<file path="config.mk">
export PLATFORM = sky130hd
export DESIGN_NAME = markup_tag_nesting_checker_core
export DESIGN_NICKNAME = d
export VERILOG_FILES = /design/src/hw/rtl/mtnc_pkg.sv /design/src/hw/rtl/mtnc_out_skid.sv /design/src/hw/rtl/markup_tag_nesting_checker_core.sv
export VERILOG_INCLUDE_DIRS = /design/src /design/src/hw/rtl
export SDC_FILE = /design/constraint.sdc
export NUM_CORES = 2
export LEC_CHECK = 0
export BUFFER_PORTS_ARGS = -buffer_cell sky130_fd_sc_hd__buf_2
export CAP_MARGIN = 0
export CORE_ASPECT_RATIO = 0.5
export CORE_UTILIZATION = 50
export DETAILED_ROUTE_END_ITERATION = 8
export PLACE_DENSITY_LB_ADDON = 0.1
export SLEW_MARGIN = 20
export SYNTH_ARGS = -nofsm -noshare
export SYNTH_HDL_FRONTEND = slang
export SYNTH_HIERARCHICAL = 1
export SYNTH_SLANG_ARGS = --single-unit
</file>
<file path="constraint.sdc">
create_clock -name clk -period 17.13 [get_ports clk]
set_input_delay 2.5695 -clock clk [delete_from_list [all_inputs] [get_ports clk]]
set_output_delay 2.5695 -clock clk [all_outputs]
set_load 0.02 [all_outputs]
</file>
<file path="src/hw/rtl/assert_macros.svh">
// Assertion macros used by the core module of the tag nesting checker.
// No dependencies; define ASSERT_OFF to compile all checks away.
`ifndef ASSERT_MACROS_SVH
`define ASSERT_MACROS_SVH
`ifndef ASSERT_OFF
// Implication or plain property checked at every rising edge outside reset.
`define ASSERT_CLK(lbl, clk, rstn, prop) \
  lbl: assert property (@(posedge clk) disable iff (!(rstn)) (prop)) \
    else $error("assertion failed");
// Expression that must never be true outside reset.
`define ASSERT_NEVER(lbl, clk, rstn, expr) \
  lbl: assert property (@(posedge clk) disable iff (!(rstn)) !(expr)) \
    else $error("forbidden condition seen");
`else
`define ASSERT_CLK(lbl, clk, rstn, prop)
`define ASSERT_NEVER(lbl, clk, rstn, expr)
`endif
`endif

</file>
<file path="src/hw/rtl/mtnc_pkg.sv">
// Package of the markup tag nesting checker: sizes, codes, payload types.
// No dependencies; used by every RTL module of the block.
package mtnc_pkg;

  localparam int STACK_DEPTH  = 16;
  localparam int MAX_NAME_LEN = 16;

  localparam int CNT_W  = $clog2(STACK_DEPTH + 1);
  localparam int IDX_W  = $clog2(MAX_NAME_LEN + 1);
  localparam int ROW_W  = (STACK_DEPTH > 1) ? $clog2(STACK_DEPTH) : 1;
  localparam int COL_W  = (MAX_NAME_LEN > 1) ? $clog2(MAX_NAME_LEN) : 1;
  localparam int ADDR_W = ((STACK_DEPTH * MAX_NAME_LEN) > 1) ?
                          $clog2(STACK_DEPTH * MAX_NAME_LEN) : 1;

  localparam logic [7:0] CHAR_LT    = 8'h3C;
  localparam logic [7:0] CHAR_SLASH = 8'h2F;
  localparam logic [7:0] CHAR_GT    = 8'h3E;

  typedef enum logic [1:0] {
    MODE_OUTSIDE,
    MODE_AFTER_LT,
    MODE_OPEN_NAME,
    MODE_CLOSE_NAME
  } scan_mode_t;

  typedef enum logic [2:0] {
    ERR_NONE     = 3'd0,
    ERR_MISMATCH = 3'd1,
    ERR_EMPTY    = 3'd2,
    ERR_OVERFLOW = 3'd3,
    ERR_TOO_LONG = 3'd4
  } err_code_t;

  typedef struct packed {
    logic [7:0] text_char;
    logic       end_of_doc;
  } in_item_t;

  typedef struct packed {
    logic [2:0] status;
    logic [4:0] nest_depth;
    logic       failed;
    logic       doc_done;
  } out_item_t;

  // Flat name store address of one byte of one stack row.
  function automatic logic [ADDR_W-1:0] store_addr(input logic [ROW_W-1:0] row,
                                                   input logic [COL_W-1:0] col);
    store_addr = ADDR_W'(ADDR_W'(row) * ADDR_W'(MAX_NAME_LEN) + ADDR_W'(col));
  endfunction

endpackage

</file>
<file path="src/hw/rtl/mtnc_out_skid.sv">
// Two-entry result buffer (output register plus skid register).
// Depends on mtnc_pkg for the result transaction type.
module mtnc_out_skid (
  input  logic               clk,
  input  logic               rst_n,
  input  logic               push,
  input  mtnc_pkg::out_item_t push_data,
  output logic               full,
  output logic               out_valid,
  input  logic               out_ready,
  output mtnc_pkg::out_item_t out_data
);
  import mtnc_pkg::*;

  logic      main_valid_r;
  logic      skid_valid_r;
  out_item_t main_data_r;
  out_item_t skid_data_r;
  logic      pop;

  assign pop       = main_valid_r && out_ready;
  assign full      = skid_valid_r;
  assign out_valid = main_valid_r;
  assign out_data  = main_data_r;

  always_ff @(posedge clk) begin
    if (!rst_n) begin
      main_valid_r <= 1'b0;
      skid_valid_r <= 1'b0;
    end else if (skid_valid_r) begin
      if (pop) begin
        skid_valid_r <= 1'b0;
      end
    end else if (push) begin
      if (!main_valid_r || pop) begin
        main_valid_r <= 1'b1;
      end else begin
        skid_valid_r <= 1'b1;
      end
    end else if (pop) begin
      main_valid_r <= 1'b0;
    end
  end

  always_ff @(posedge clk) begin
    if (skid_valid_r) begin
      if (pop) begin
        main_data_r <= skid_data_r;
      end
    end else if (push) begin
      if (!main_valid_r || pop) begin
        main_data_r <= push_data;
      end else begin
        skid_data_r <= push_data;
      end
    end
  end

endmodule

</file>
<file path="src/hw/rtl/markup_tag_nesting_checker_core.sv">
// Top level of the markup tag nesting checker.
// Depends on mtnc_pkg, mtnc_out_skid and assert_macros.svh.
//
// Usage:
//   The input channel (in_valid, in_ready, in_data) carries one document byte
//   per transaction together with an end-of-document flag. The result channel
//   (out_valid, out_ready, out_data) returns exactly one transaction per input
//   byte: the latched error status, the current nesting depth, a sticky fail
//   flag and the echoed end-of-document flag.
//   Each result is registered into the output buffer at the accepting edge.
//   Throughput is one byte per cycle while in_ready is high; the tag state is
//   updated as each byte is accepted, and the stored top name byte that a
//   closing tag compares against is prefetched from the name store,
//   addressed from the next state, so a registered read never stalls a byte.
//   A two-entry output buffer lets one more byte in while a result waits; when
//   the receiver stalls for longer, in_ready drops until a slot frees up.
//   Synchronous active-low reset returns the scanner to "outside any tag" with
//   an empty stack and no error. The name store and length table are not
//   cleared; only entries written by a completed opening tag are ever read.
//   After the first error all bytes are ignored and the status stays frozen
//   until reset. Open tags left at the end of a document are not an error.
`include "assert_macros.svh"
module markup_tag_nesting_checker_core (
  input  logic                clk,
  input  logic                rst_n,
  input  logic                in_valid,
  output logic                in_ready,
  input  mtnc_pkg::in_item_t  in_data,
  output logic                out_valid,
  input  logic                out_ready,
  output mtnc_pkg::out_item_t out_data
);
  import mtnc_pkg::*;

  // Scanner state.
  scan_mode_t       mode_r,  mode_nxt;
  logic [CNT_W-1:0] cnt_r,   cnt_nxt;
  logic [IDX_W-1:0] idx_r,   idx_nxt;
  logic             match_r, match_nxt;
  err_code_t        err_r,   err_nxt;

  // Name store (one row per stack level) and the per-row name length table.
  logic [7:0]       name_mem [STACK_DEPTH*MAX_NAME_LEN];
  logic [7:0]       rd_data_r;
  logic [IDX_W-1:0] len_r [STACK_DEPTH];

  logic             in_acc;
  logic             skid_full;
  logic [7:0]       c;
  logic [IDX_W-1:0] idx_eff;
  logic [CNT_W-1:0] cnt_m1;
  logic [CNT_W-1:0] top_nxt;
  logic [IDX_W-1:0] len_top;
  logic             open_go;
  logic             st_we;
  logic [ADDR_W-1:0] st_waddr;
  logic [ADDR_W-1:0] st_raddr;
  logic             len_we;
  out_item_t        res;

  assign in_ready = !skid_full;
  assign in_acc   = in_valid && in_ready;
  assign c        = in_data.text_char;
  assign cnt_m1   = cnt_r - CNT_W'(1);
  assign len_top  = len_r[cnt_m1[ROW_W-1:0]];

  // The byte right after '<' always starts a name at position zero.
  assign idx_eff  = (mode_r == MODE_AFTER_LT) ? '0 : idx_r;

  always_comb begin
    mode_nxt  = mode_r;
    cnt_nxt   = cnt_r;
    idx_nxt   = idx_r;
    match_nxt = match_r;
    err_nxt   = err_r;
    open_go   = 1'b0;
    st_we     = 1'b0;
    len_we    = 1'b0;
    st_waddr  = store_addr(cnt_r[ROW_W-1:0], idx_eff[COL_W-1:0]);

    if (in_acc && err_r == ERR_NONE) begin
      unique case (mode_r)
        MODE_OUTSIDE: begin
          if (c == CHAR_LT) begin
            mode_nxt = MODE_AFTER_LT;
          end
        end
        MODE_AFTER_LT: begin
          idx_nxt   = '0;
          match_nxt = 1'b1;
          if (c == CHAR_SLASH) begin
            if (cnt_r == '0) begin
              err_nxt = ERR_EMPTY;
            end else begin
              mode_nxt = MODE_CLOSE_NAME;
            end
          end else if (cnt_r >= CNT_W'(STACK_DEPTH)) begin
            err_nxt = ERR_OVERFLOW;
          end else begin
            mode_nxt = MODE_OPEN_NAME;
            open_go  = 1'b1;
          end
        end
        MODE_OPEN_NAME: begin
          open_go = 1'b1;
        end
        MODE_CLOSE_NAME: begin
          if (c == CHAR_GT) begin
            if (match_r && idx_r == len_top) begin
              cnt_nxt  = cnt_m1;
              mode_nxt = MODE_OUTSIDE;
            end else begin
              err_nxt = ERR_MISMATCH;
            end
          end else if (idx_r >= IDX_W'(MAX_NAME_LEN)) begin
            err_nxt = ERR_TOO_LONG;
          end else begin
            // rd_data_r holds the top name byte at idx_r, fetched last cycle.
            if (idx_r >= len_top || rd_data_r != c) begin
              match_nxt = 1'b0;
            end
            idx_nxt = idx_r + IDX_W'(1);
          end
        end
        default: begin
          mode_nxt = MODE_OUTSIDE;
        end
      endcase

      // Opening tag byte: end the name, flag a long name, or store the byte.
      if (open_go) begin
        if (c == CHAR_GT) begin
          len_we   = 1'b1;
          cnt_nxt  = cnt_r + CNT_W'(1);
          mode_nxt = MODE_OUTSIDE;
        end else if (idx_eff >= IDX_W'(MAX_NAME_LEN)) begin
          err_nxt = ERR_TOO_LONG;
        end else begin
          st_we   = 1'b1;
          idx_nxt = idx_eff + IDX_W'(1);
        end
      end
    end
  end

  // Prefetch the byte the next closing-name character will be compared with.
  assign top_nxt  = cnt_nxt - CNT_W'(1);
  assign st_raddr = store_addr(top_nxt[ROW_W-1:0], idx_nxt[COL_W-1:0]);

  always_ff @(posedge clk) begin
    if (!rst_n) begin
      mode_r  <= MODE_OUTSIDE;
      cnt_r   <= '0;
      idx_r   <= '0;
      match_r <= 1'b1;
      err_r   <= ERR_NONE;
    end else begin
      mode_r  <= mode_nxt;
      cnt_r   <= cnt_nxt;
      idx_r   <= idx_nxt;
      match_r <= match_nxt;
      err_r   <= err_nxt;
    end
  end

  always_ff @(posedge clk) begin
    if (st_we) begin
      name_mem[st_waddr] <= c;
    end
    rd_data_r <= name_mem[st_raddr];
  end

  always_ff @(posedge clk) begin
    if (len_we) begin
      len_r[cnt_r[ROW_W-1:0]] <= idx_eff;
    end
  end

  always_comb begin
    res.status     = err_nxt;
    res.nest_depth = 5'(cnt_nxt);
    res.failed     = (err_nxt != ERR_NONE);
    res.doc_done   = in_data.end_of_doc;
  end

  mtnc_out_skid u_out_skid (
    .clk       (clk),
    .rst_n     (rst_n),
    .push      (in_acc),
    .push_data (res),
    .full      (skid_full),
    .out_valid (out_valid),
    .out_ready (out_ready),
    .out_data  (out_data)
  );

  // Once an error is latched, the error code and the stack depth stay frozen.
  `ASSERT_CLK(a_err_sticky, clk, rst_n,
              (err_r != ERR_NONE) |=> (err_r == $past(err_r) && cnt_r == $past(cnt_r)))
  // The stack never holds more names than it has rows.
  `ASSERT_NEVER(a_cnt_bound, clk, rst_n, cnt_r > CNT_W'(STACK_DEPTH))
  // No name byte is stored after an error or while the stack is full.
  `ASSERT_NEVER(a_no_write_frozen, clk, rst_n,
                st_we && (err_r != ERR_NONE || cnt_r >= CNT_W'(STACK_DEPTH)))
  // Input back-pressure only happens while a result is waiting on the output.
  `ASSERT_CLK(a_ready_when_drained, clk, rst_n, !in_ready |-> out_valid)

endmodule

</file>
==> metrics <==
status finished, final reports clean; DRT iter0 DRCs 7,410; clock period minus worst slack 8.771 ns; Setup Buffers After CTS 0; P_leak 29.96 nW; Hold Crit Endpoint match_r$_SDFFE_PN1P_; R2R setup slack 8.38 ns; CTS tree built; TNS Setup 0 ns; die width 589.5 µm; asr flop ratio synth 0%; combinational power share 3.8%; Crit path top cell by count buf_4; relative slew slack 18.11%; worst-path fanout max 79; Worst R2R End rd_data_r[3]$_DFF_P_; pwr/cell area 110.6 nW/µm²; final worst path period share 51.20%; worst r2r src cnt_r[0]$_SDFF_PN0_; max_cap viols 0; final setup vio count 0; number of synthesized flops with an enable pin between 2k and 2.5k; Routed Antenna Nets 0; Crit path max-delay family simple AND/OR/NAND/NOR gates; HP Class reg -> reg; hold buffers post-CTS 0; Pint 0.008216 W; largest net degree at the start of global routing 149; CP Data Required Time 17.82 ns; Max Clk Rate 114.0 MHz; Pins Over Slew Limit 0; sw frac between 20% and 30%; Worst EP arrival 9.46 ns; peak supply drop 0.00007832 V; Clock Latency Late Sink 0.86 ns; # rows ~110; GRT Resource Usage Total 29.16%; Placer Congestion 0.9373; first-pass GRT wire length 357,700 µm; RSZ-0062 raised after global routing no; cell accounting for the most synthesized area edfxtp_1; clk buf depth 4; FF-to-FF path depth 23; nets between 5k and 6k; final worst slack roughly 8.4 ns; Post-Route WL 254,400 µm; Avg Cell Area, Syn 17.03 µm²; kind of critical path in -> reg; Final Hold Viols 0; wire per inst between 30 and 40 µm; Post-Synthesis Net Count a little over 5k; fraction of layout cells with a size suffix above 1 15.25%; io pins 25; most numerous cell in the Yosys netlist edfxtp_1; via count 49.01k; number of H-tree levels 4; pre-CTS WS 7.858 ns; slowest stage delay, CP 0.98 ns; CTS Sinks about 2.2k; height of the die 295.7 µm; flops & latches, synth 2,174; post-CTS sizing 0; Buf/Inv on CP 7; Die Area 174,300 µm²; Yosys cell types 96; drt pass-1 iters 6; Clock Skews 0.06112 ns; I/O Buffers 24; Clk Tree Root Cell clkbuf_16; detailed placement HPWL 155,700 µm; clk slew on worst S/H paths 0.06 ns; Sw Pwr around 0.0022 W; hold_sp match_r$_SDFFE_PN1P_; vias in the first global route 46.63k; crit-path cells clkbuf_8 -> buf_4 -> nand4b_1 -> nor2_2 -> nand4_2 -> o221a_2 -> nand2_1 -> inv_1 -> ha_1 -> clkinv_1 -> buf_4 -> nand3_1 -> buf_4 -> nor2_1 -> buf_4 -> a21oi_1 -> nand4_1 -> nor3_1 -> nor4_1; vias per cell 6.511; Initial Util approximately half; DRC viols 0; Yosys top cell area share roughly three quarters; top post-synthesis cells by count 2,148 x edfxtp_1, 662 x nand2_1, 366 x a21oi_1, 333 x nor2_1, 324 x mux4_2; GRT overflow 0; total CTS buffers 196; area delta synth->final 9.548%; fin util 55.33%; Std-Cell Core Area 170,800 µm²; Setup crit end kind flip-flop; Seq/Total Area, Yosys 75.36%; yosys warns 6; Slowest-stage cell, CP nor3_1; initial antenna violation count 15; ys flop type edfxtp_1; Synth area leaders edfxtp_1 75%, mux4_2 8.5%, nand2_1 2.9%; worst hold path depth 2; synthesized area between 80,000 and 90,000 µm²; Worst setup SP type input port; Clk pwr share about two fifths; worst slew pin tran 1.224 ns; Post-Syn Instances 5,065; Flop pwr share 56.0%
## kinds of logic (layout without fill, tap and decap cells)
family,count (synthesis),in the layout,share of synthesized area (%)
muxes,421,421,9.667
DFF,2174,2174,75.36
other,0,1,0
adders and majority gates,22,22,0.3190
AOI/OAI and AO/OA,788,788,5.870
and+or+nand+nor,1294,1294,6.344
buffers and inverters,352,525,2.288
xor gates and xnor gates,14,14,0.1508
## layout by cell type (no fill, tap or decap), types with 16 or more instances in the layout
master	n
edfxtp_1	2148
nand2_1	653
a21oi_1	365
nor2_1	327
mux4_2	324
clkbuf_16	197
nand3_1	164
buf_4	118
a22oi_1	113
mux2i_1	81
a221oi_1	56
clkinv_1	50
o22ai_1	48
clkbuf_1	41
o21ai_0	37
clkinv_2	34
inv_1	29
dfxtp_1	26
ha_1	22
nor3_1	19
o2111ai_1	18
a31oi_1	18
nor4_1	17
a32oi_1	16
o211ai_1	16
buf_2	16
## how the worst max path moves through the flow
| stage | from | end | cells past startpoint |
|---|---|---|---|
| finish | in_data[2] | rd_data_r[3]$_DFF_P_ | 19 |
| global route | cnt_r[0]$_SDFF_PN0_ | rd_data_r[3]$_DFF_P_ | 23 |
| CTS | cnt_r[0]$_SDFF_PN0_ | rd_data_r[2]$_DFF_P_ | 23 |
| detailed placement | in_data[2] | rd_data_r[2]$_DFF_P_ | 19 |
| global placement | in_data[2] | rd_data_r[5]$_DFF_P_ | 19 |
| floorplan | cnt_r[0]$_SDFF_PN0_ | rd_data_r[2]$_DFF_P_ | 24 |
## state kept, by name (all words and copies together), names as in the netlist
signal and flops:
u_out_skid/out_data 10, name_mem 2048, match_r 1, mode_r 2, len_r 80, rd_data_r 8
idx_r 5, u_out_skid/skid_data_r 10, u_out_skid/out_valid 1, err_r 3, u_out_skid/full 1, cnt_r 5
## cell type report
| class | instances | area, µm² |
|---|---|---|
| Fill cell | 13299 | 76310 |
| Sequential cell | 2174 | 65020 |
| Multi-Input combinational cell | 2539 | 19410 |
| Clock buffer | 243 | 5152 |
| Tap cell | 2289 | 2864 |
| Timing Repair Buffer | 150 | 1236 |
| Clock inverter | 101 | 719.4 |
| Inverter | 31 | 116.4 |
| Antenna cell | 1 | 2.502 |
## through the flow
step	hold WS, ns	cell area [µm²]	power [W]	instances
4_1_cts	0.5487	94480	0.01047	7526
2_1_floorplan	0.4769	86280	0.006137	5065
3_5_place_dp	0.5345	88610	0.006358	7182
5_1_grt	0.5664	94520	0.01069	7527
3_3_place_gp	0.4990	88590	0.006351	7182
6_report	0.5440	94520	0.01045	7528
## worst reg2reg max path, stage by stage (launching register included)
cell	delay, ns
dfxtp_1	0.31
buf_4	0.43
inv_1	0.18
ha_1	1.04
mux4_2	0.48
mux4_2	0.54
ha_1	0.34
nand4_1	0.14
nor4_2	0.57
nand2_1	0.17
a211o_1	0.34
nand2_1	0.15
inv_1	0.07
ha_1	0.65
clkinv_1	0.14
buf_4	0.25
nand3_1	0.10
buf_4	0.47
nor2_1	0.10
buf_4	0.23
a21oi_1	0.25
nand4_1	0.55
nor3_1	0.99
nor4_1	0.16
## per-layer routing
layer / vias to the layer above / part of all wire (%) / track usage [%]
li1: 20054 / - / -
met1: 25680 / 42 / 43.18
met2: 2854 / 44 / 42.81
met3: 409 / 12 / 8.304
met4: 16 / 2.6 / 7.323
met5: - / 0.14 / 0
## power groups by stage
stage,sequential [W],combinational [W],clock [W]
after floorplan,0.00596,0.000173,0
after global placement,0.00597,0.000385,0
after detailed placement,0.00597,0.000392,0
after CTS,0.00585,0.000393,0.00423
after global routing,0.00585,0.000413,0.00443
final,0.00585,0.000399,0.00420
Note: power is estimated with default switching activity, not from simulation.
